<file path="src/sv/tfv_pkg.sv">
// ----------------------------------------------------------------------------
// tfv_pkg
// Types and constants shared by the text field validator modules.
// ----------------------------------------------------------------------------
package tfv_pkg;

	// One byte of the field, as it arrives on the input channel
	typedef struct packed {
		logic       mode;
		logic [7:0] field_byte;
		logic       last;
	} tfv_in_t;

	// Verdict for one field
	typedef struct packed {
		logic       valid_res;
		logic [6:0] text_length;
	} tfv_out_t;

	// Lower bound class of the code point being decoded
	typedef enum logic [1:0] {
		MIN_NONE  = 2'd0,
		MIN_2BYTE = 2'd1,
		MIN_3BYTE = 2'd2,
		MIN_4BYTE = 2'd3
	} tfv_min_class_t;

	// Per-field decoder and check state (length count is kept apart)
	typedef struct packed {
		logic           after_term;
		logic [1:0]     pending;
		logic [20:0]    code_point;
		tfv_min_class_t min_class;
		logic           failed;
	} tfv_state_t;

	localparam tfv_state_t STATE_CLEAR = '{
		after_term: 1'b0,
		pending:    2'd0,
		code_point: 21'd0,
		min_class:  MIN_NONE,
		failed:     1'b0
	};

	// Mode codes
	localparam logic MODE_PHRASE = 1'b0;
	localparam logic MODE_LABEL  = 1'b1;

	// UTF-8 lead byte ranges
	localparam logic [7:0] LEAD2_LO = 8'hc2;
	localparam logic [7:0] LEAD2_HI = 8'hdf;
	localparam logic [7:0] LEAD3_LO = 8'he0;
	localparam logic [7:0] LEAD3_HI = 8'hef;
	localparam logic [7:0] LEAD4_LO = 8'hf0;
	localparam logic [7:0] LEAD4_HI = 8'hf4;

	// Code point bounds
	localparam logic [20:0] CP_MIN2     = 21'h000080;
	localparam logic [20:0] CP_MIN3     = 21'h000800;
	localparam logic [20:0] CP_MIN4     = 21'h010000;
	localparam logic [20:0] CP_SURR_LO  = 21'h00d800;
	localparam logic [20:0] CP_SURR_HI  = 21'h00dfff;
	localparam logic [20:0] CP_MAX      = 21'h10ffff;

	// Character classes
	localparam logic [7:0] CHAR_SPACE = 8'h20;
	localparam logic [7:0] CHAR_LOW_A = 8'h61;
	localparam logic [7:0] CHAR_LOW_Z = 8'h7a;
	localparam logic [7:0] CHAR_ZERO  = 8'h30;
	localparam logic [7:0] CHAR_NINE  = 8'h39;
	localparam logic [7:0] CHAR_UNDER = 8'h5f;
	localparam logic [7:0] CHAR_NUL   = 8'h00;

	// Configuration register word index
	localparam logic REG_TEXT_LIMIT = 1'b0;

	localparam int unsigned LIMIT_W = 7;

endpackage

</file>
<file path="src/sv/text_field_validator.sv">
// ----------------------------------------------------------------------------
// text_field_validator
// Checks a fixed-size, NUL-terminated, zero-padded text field byte by byte.
// ----------------------------------------------------------------------------
// Usage:
//   Field bytes arrive on byte_valid/byte_stall/byte_item, one transaction per
//   byte; the byte with last set closes the field. Exactly one verdict
//   transaction per field leaves on verdict_valid/verdict_stall/verdict_item,
//   carrying pass/fail and the text length (saturating at MAX_TEXT).
//   Throughput is one byte per cycle unless a last byte is held back (below).
//   Each byte is held in an input register while the per-byte check logic
//   updates the field state; the verdict is registered, so a field's verdict
//   comes out of the verdict register after the last byte left the input register.
//   While the receiver stalls, the verdict register holds and bytes that are
//   not last keep flowing; a last byte waits in the input register and the
//   input channel stalls until the verdict register frees up.
//   text_limit (APB word 0, reset 64): the user must write it only while the block is idle; the block does not check.
//   Reset empties both registers and clears the field state; no warm-up time.
// ----------------------------------------------------------------------------
module text_field_validator import tfv_pkg::*; #(
	parameter int unsigned MAX_TEXT = 64
) (
	input  logic        clk,
	input  logic        arst_n,
	input  logic        byte_valid,
	output logic        byte_stall,
	input  tfv_in_t     byte_item,
	output logic        verdict_valid,
	input  logic        verdict_stall,
	output tfv_out_t    verdict_item,
	input  logic        psel,
	input  logic        penable,
	input  logic        pwrite,
	input  logic [2:0]  paddr,
	input  logic [31:0] pwdata,
	output logic [31:0] prdata,
	output logic        pready
);

	localparam int unsigned LEN_W = $clog2(MAX_TEXT + 1);

	tfv_in_t              item_s1;
	logic                 valid_s1;
	tfv_state_t           state_q;
	tfv_state_t           state_next;
	logic [LEN_W-1:0]     len_q;
	logic [LEN_W-1:0]     len_next;
	logic [LIMIT_W-1:0]   text_limit_q;
	tfv_out_t             verdict;
	tfv_out_t             verdict_q;
	logic                 verdict_valid_q;
	logic                 advance;

	// APB register
	assign pready = 1'b1;
	assign prdata = (paddr[2] == REG_TEXT_LIMIT) ? {25'd0, text_limit_q} : 32'd0;

	always_ff @(posedge clk or negedge arst_n) begin
		if (!arst_n) begin
			text_limit_q <= LIMIT_W'(64);
		end else if (psel && penable && pwrite && pready &&
			paddr[2] == REG_TEXT_LIMIT) begin
			text_limit_q <= pwdata[LIMIT_W-1:0];
		end
	end

	// A last byte needs room in the verdict register
	assign advance    = valid_s1 && (!item_s1.last || !verdict_valid_q || !verdict_stall);
	assign byte_stall = valid_s1 && !advance;

	always_ff @(posedge clk or negedge arst_n) begin
		if (!arst_n) begin
			valid_s1 <= 1'b0;
		end else if (!byte_stall) begin
			valid_s1 <= byte_valid;
		end
	end

	always_ff @(posedge clk) begin
		if (byte_valid && !byte_stall)
			item_s1 <= byte_item;
	end

	tfv_step #(
		.MAX_TEXT(MAX_TEXT)
	) u_step (
		.item       (item_s1),
		.st         (state_q),
		.len        (len_q),
		.text_limit (text_limit_q),
		.st_next    (state_next),
		.len_next   (len_next),
		.verdict    (verdict)
	);

	// Field state: clear after the last byte
	always_ff @(posedge clk or negedge arst_n) begin
		if (!arst_n) begin
			state_q <= STATE_CLEAR;
			len_q   <= '0;
		end else if (advance) begin
			if (item_s1.last) begin
				state_q <= STATE_CLEAR;
				len_q   <= '0;
			end else begin
				state_q <= state_next;
				len_q   <= len_next;
			end
		end
	end

	always_ff @(posedge clk or negedge arst_n) begin
		if (!arst_n) begin
			verdict_valid_q <= 1'b0;
		end else if (advance && item_s1.last) begin
			verdict_valid_q <= 1'b1;
		end else if (!verdict_stall) begin
			verdict_valid_q <= 1'b0;
		end
	end

	always_ff @(posedge clk) begin
		if (advance && item_s1.last)
			verdict_q <= verdict;
	end

	assign verdict_valid = verdict_valid_q;
	assign verdict_item  = verdict_q;

endmodule

</file>
<file path="src/sv/tfv_step.sv">
// ----------------------------------------------------------------------------
// tfv_step
// Next-state and verdict logic for one field byte: terminator tracking,
// length count, label character check and strict UTF-8 decoding.
// ----------------------------------------------------------------------------
module tfv_step import tfv_pkg::*; #(
	parameter int unsigned MAX_TEXT = 64,
	localparam int unsigned LEN_W = $clog2(MAX_TEXT + 1)
) (
	input  tfv_in_t              item,
	input  tfv_state_t           st,
	input  logic [LEN_W-1:0]     len,
	input  logic [LIMIT_W-1:0]   text_limit,
	output tfv_state_t           st_next,
	output logic [LEN_W-1:0]     len_next,
	output tfv_out_t             verdict
);

	localparam int unsigned CMP_W = (LEN_W > LIMIT_W) ? LEN_W : LIMIT_W;
	localparam logic [CMP_W-1:0] MAX_CMP = CMP_W'(MAX_TEXT);

	logic [7:0]       c;
	logic [20:0]      cp_shift;
	logic [20:0]      low_bound;
	logic             bad;
	logic             label_ok;
	logic [CMP_W-1:0] len_ext;
	logic [CMP_W-1:0] len_cur_ext;
	logic [CMP_W-1:0] limit_ext;
	logic [CMP_W-1:0] limit_eff;

	assign c        = item.field_byte;
	assign cp_shift = {st.code_point[14:0], c[5:0]};
	assign label_ok = (c >= CHAR_LOW_A && c <= CHAR_LOW_Z) ||
		(c >= CHAR_ZERO && c <= CHAR_NINE) || (c == CHAR_UNDER);

	always_comb begin
		unique case (st.min_class)
			MIN_2BYTE: low_bound = CP_MIN2;
			MIN_3BYTE: low_bound = CP_MIN3;
			MIN_4BYTE: low_bound = CP_MIN4;
			default:   low_bound = 21'd0;
		endcase
	end

	assign len_cur_ext = CMP_W'(len);

	always_comb begin
		st_next  = st;
		len_next = len;
		bad      = 1'b0;
		if (st.after_term) begin
			if (c != CHAR_NUL)
				st_next.failed = 1'b1;
		end else if (c == CHAR_NUL) begin
			st_next.after_term = 1'b1;
			if (item.mode == MODE_PHRASE && st.pending != 2'd0)
				st_next.failed = 1'b1;
			st_next.pending = 2'd0;
		end else begin
			// saturate the text length
			if (len_cur_ext < MAX_CMP)
				len_next = len + LEN_W'(1);
			if (st.pending != 2'd0) begin
				if (c[7:6] != 2'b10) begin
					st_next.pending = 2'd0;
					bad = 1'b1;
				end else begin
					st_next.code_point = cp_shift;
					st_next.pending    = st.pending - 2'd1;
					// last continuation: range-check the finished code point
					if (st.pending == 2'd1) begin
						if (cp_shift < low_bound ||
							(cp_shift >= CP_SURR_LO && cp_shift <= CP_SURR_HI) ||
							cp_shift > CP_MAX)
							bad = 1'b1;
					end
				end
			end else if (c[7]) begin
				if (c >= LEAD2_LO && c <= LEAD2_HI) begin
					st_next.code_point = {16'd0, c[4:0]};
					st_next.pending    = 2'd1;
					st_next.min_class  = MIN_2BYTE;
				end else if (c >= LEAD3_LO && c <= LEAD3_HI) begin
					st_next.code_point = {17'd0, c[3:0]};
					st_next.pending    = 2'd2;
					st_next.min_class  = MIN_3BYTE;
				end else if (c >= LEAD4_LO && c <= LEAD4_HI) begin
					st_next.code_point = {18'd0, c[2:0]};
					st_next.pending    = 2'd3;
					st_next.min_class  = MIN_4BYTE;
				end else begin
					bad = 1'b1;
				end
			end
			if (item.mode == MODE_LABEL) begin
				if (!label_ok)
					st_next.failed = 1'b1;
				if (bad)
					st_next.pending = 2'd0;
			end else begin
				if (c < CHAR_SPACE || bad)
					st_next.failed = 1'b1;
			end
		end
	end

	assign len_ext   = CMP_W'(len_next);
	assign limit_ext = CMP_W'(text_limit);
	assign limit_eff = (limit_ext > MAX_CMP) ? MAX_CMP : limit_ext;

	assign verdict.valid_res = !st_next.failed && st_next.after_term &&
		(len_ext != '0) && (len_ext < limit_eff);
	assign verdict.text_length = len_ext[6:0];

endmodule

</file>
<file path="config.mk">
export PLATFORM = sky130hd
export DESIGN_NAME = text_field_validator
export DESIGN_NICKNAME = d
export VERILOG_FILES = /design/src/sv/tfv_pkg.sv /design/src/sv/text_field_validator.sv /design/src/sv/tfv_step.sv
export SDC_FILE = /design/constraint.sdc
export NUM_CORES = 1
export LEC_CHECK = 0
export ABC_AREA = 0
export BUFFER_PORTS_ARGS = -buffer_cell sky130_fd_sc_hd__buf_2
export CAP_MARGIN = 20
export CORE_AREA = 3 3 78 135
export CTS_BUF_LIST = sky130_fd_sc_hd__clkbuf_16
export DETAILED_ROUTE_END_ITERATION = 7
export DIE_AREA = 0 0 81 138
export PLACE_DENSITY_LB_ADDON = 0.08
export SYNTH_ARGS = -nofsm -noshare
export SYNTH_HDL_FRONTEND = slang
export SYNTH_SLANG_ARGS = --single-unit
</file>
<file path="constraint.sdc">
create_clock -name clk -period 2.7 [get_ports clk]
set_input_delay 0.54 -clock clk [delete_from_list [all_inputs] [get_ports clk]]
set_output_delay 0.54 -clock clk [all_outputs]
set_load 0.03 [all_outputs]
</file>
==> impl_metrics.toml <==
[status]
status = "finished, violations left"
violations = "negative setup slack"

[power]
powerDensity_nw_per_um2 = 566.8
ir_drop_v = 0.0003101
total_power_mw = 2.268
p_leak_nw = 1.797

[clock_tree]
cts_tree = "built"
h-tree-depth = 2
cts.path.max_buffers = 2
cts-buffers-inserted = 5
cts_sinks = 55
root_buffer = "clkbuf_16"
clk_pin_slew_ns = 0.07
clkLatencyLatePin_ns = 0.29

[sta]
setup_violations = 1
setup_slack_ns = -0.01864
drv_slew = 0
hold_viol = 0
hold_slack_ns = 0.3565
finalCriticalPeriod_ns = 2.719
fin_setup_tns_ns = -0.01864
fmax_mhz = 367.8
worstMarginPinSlew_ns = 0.8765
slew_headroom_pct = 41.57
finClkSkew_ns = 0.005849
timing.final.crit_share_pct = 100.7
rsz0062_at_grt = "yes"

[final_layout]
fillers = 972
fin_area_um2 = 4001
regArea_um2 = 1468
multi_input_area_um2 = 1693
utilization_pct = 42.00
drive_gt1_share_pct = 28.11
syn2layout_area_growth_pct = 20.54
instances_no_fill = 524
mostFrequentLayoutCells = "nand2_1 (41), buf_2 (41), dfrtp_1 (36), buf_4 (32), inv_1 (28)"
antenna_cells = 0
nets = 464

[synth]
syn_inst = 332
ys.warnings.count = 0
ys_ff_latch = 55
synth-async-reset-ratio_pct = 67.27
ys_seq_area_share_pct = 44.21
synth-edff-count = 18
synth-main-ff-cell = "dfrtp_1"
syn_area_um2 = 3319
synth_cell_types = 61
avgSynthCellArea_um2 = 9.998

[worst_setup_path]
regToRegStartpoint = "item_s1[5]$_DFFE_PP_"
start_kind = "register"
rr_endpoint = "verdict_item[7]$_DFFE_PP_"
critPathCaptureType = "register"
path_class = "reg -> reg"
worstSetupStartpoint = "item_s1[5]$_DFFE_PP_"
reg2reg_setup_slack_ns = -0.02
reg2reg_depth = 9
cp.arrival_ns = 2.84
worstPathMaxFanout = 4
critPathRequiredTime_ns = 2.82

[grt]
antenna_found_initial = 0
grt_max_degree = 38
grt_usage_pct = 15.99
grt_pass1_wl_mm = 13.81
gr-total-overflow = 0
first_global_vias = 2668

[place]
postPlaceCellArea_um2 = 3746
place_ws_ns = -0.2779
gp_congestion = 0.8192
hpwlAfterDp_mm = 6.491
io_buffers = 41
post-place-cells = 512

[run]
cap_violations = 0

[detailed_routing]
route.detailed.drc = 0
vias = 2568
vias_per_cell = 4.901
postRouteAntennaNets = 0
wire_per_inst_um = 15.84
dr.pass1.iters = 4
routed_wl_mm = 8.300
drt_iter0_markers = 65

[hold_path]
hp-class = "in -> async"

[die]
core_um2 = 9527
start_util_pct = 34.84
io_pins = 95
chipHeight_um = 138
die_x_um = 81
die_area_um2 = 11180
rows = 47
## synth_stat cells (all sizes together) (5+ instances only)
cell type / number / share of area (%)
a21oi: 10 / 1.6
nor2b: 7 / 1.3
o31ai: 6 / 1.8
nand2b: 6 / 1.1
and3: 5 / 0.94
mux2: 11 / 3.7
dfrtp: 36 / 27
nor3: 10 / 1.5
ha: 11 / 4.1
o21ai: 13 / 2.0
inv: 27 / 3.1
or4: 7 / 1.8
edfxtp: 18 / 16
xnor2: 5 / 1.3
nor2: 7 / 0.79
nand2: 41 / 4.6
nand3: 6 / 0.90
mux2i: 14 / 4.2
buf: 31 / 6.8
## cells by family after synthesis
family | Yosys count | share of synthesized area [%]
AO/OA/AOI/OAI | 62 | 13.80
XOR/XNOR | 5 | 1.319
adder cells (fa/ha/maj) | 11 | 4.146
buffers and inverters | 62 | 10.33
flip-flops | 55 | 44.21
multiplexers | 25 | 7.953
other | 2 | 0.2262
AND/OR/NAND/NOR | 110 | 18.02
## area by class of cell
| class | instances | area share (%) |
|---|---|---|
| Clock inverter | 3 | 0.4065 |
| Timing Repair Buffer | 73 | 11.13 |
| Tap cell | 122 | 3.815 |
| Multi-Input combinational cell | 239 | 42.31 |
| Clock buffer | 5 | 3.127 |
| Sequential cell | 55 | 36.68 |
| Inverter | 27 | 2.533 |
## routing by layer
metal	wire length [um]	global-route usage [%]
met5	0	0
met1	2926	16.06
met3	255	2.409
met2	4751	30.47
met4	367	7.658
## critical path, stage by stage, from the launching register on
cell      delay, ns
edfxtp_1       0.40
or4_4          0.59
o31a_1         0.29
and3_4         0.16
or2_4          0.25
ha_4           0.16
a21o_1         0.18
a211oi_2       0.21
o21ai_1        0.11
a221oi_2       0.19
## flip-flops by register name, summed over array words and instances, names as in the netlist
name	flops
valid_s1	1
verdict_item	8
len_q	7
state_q	21
verdict_valid	1
text_limit_q	7
item_s1	10
## worst max-delay path by stage
stage                                end  cells after the start
6_report       verdict_item[7]$_DFFE_PP_                      9
5_1_grt        verdict_item[7]$_DFFE_PP_                      9
4_1_cts        verdict_item[7]$_DFFE_PP_                      9
3_5_place_dp   verdict_item[7]$_DFFE_PP_                      8
3_3_place_gp   verdict_item[7]$_DFFE_PP_                      8
2_1_floorplan  verdict_item[7]$_DFFE_PP_                      9
## timing repair
item,4_1_cts,5_1_grt
resized for setup,12,1
pin swaps,7,2
hold endpoints to repair,0,0
cloned,0,0
setup endpoints to repair,1,1
hold buffers,0,0
setup buffers,4,0
## power breakdown
part,internal [mW],total (mW),switching [mW]
registers,0.945,1.02,0.0761
clock network,0.339,0.632,0.293
logic,0.252,0.615,0.363
total,1.54,2.27,0.732
Note: power is estimated with default switching activity, not from simulation.
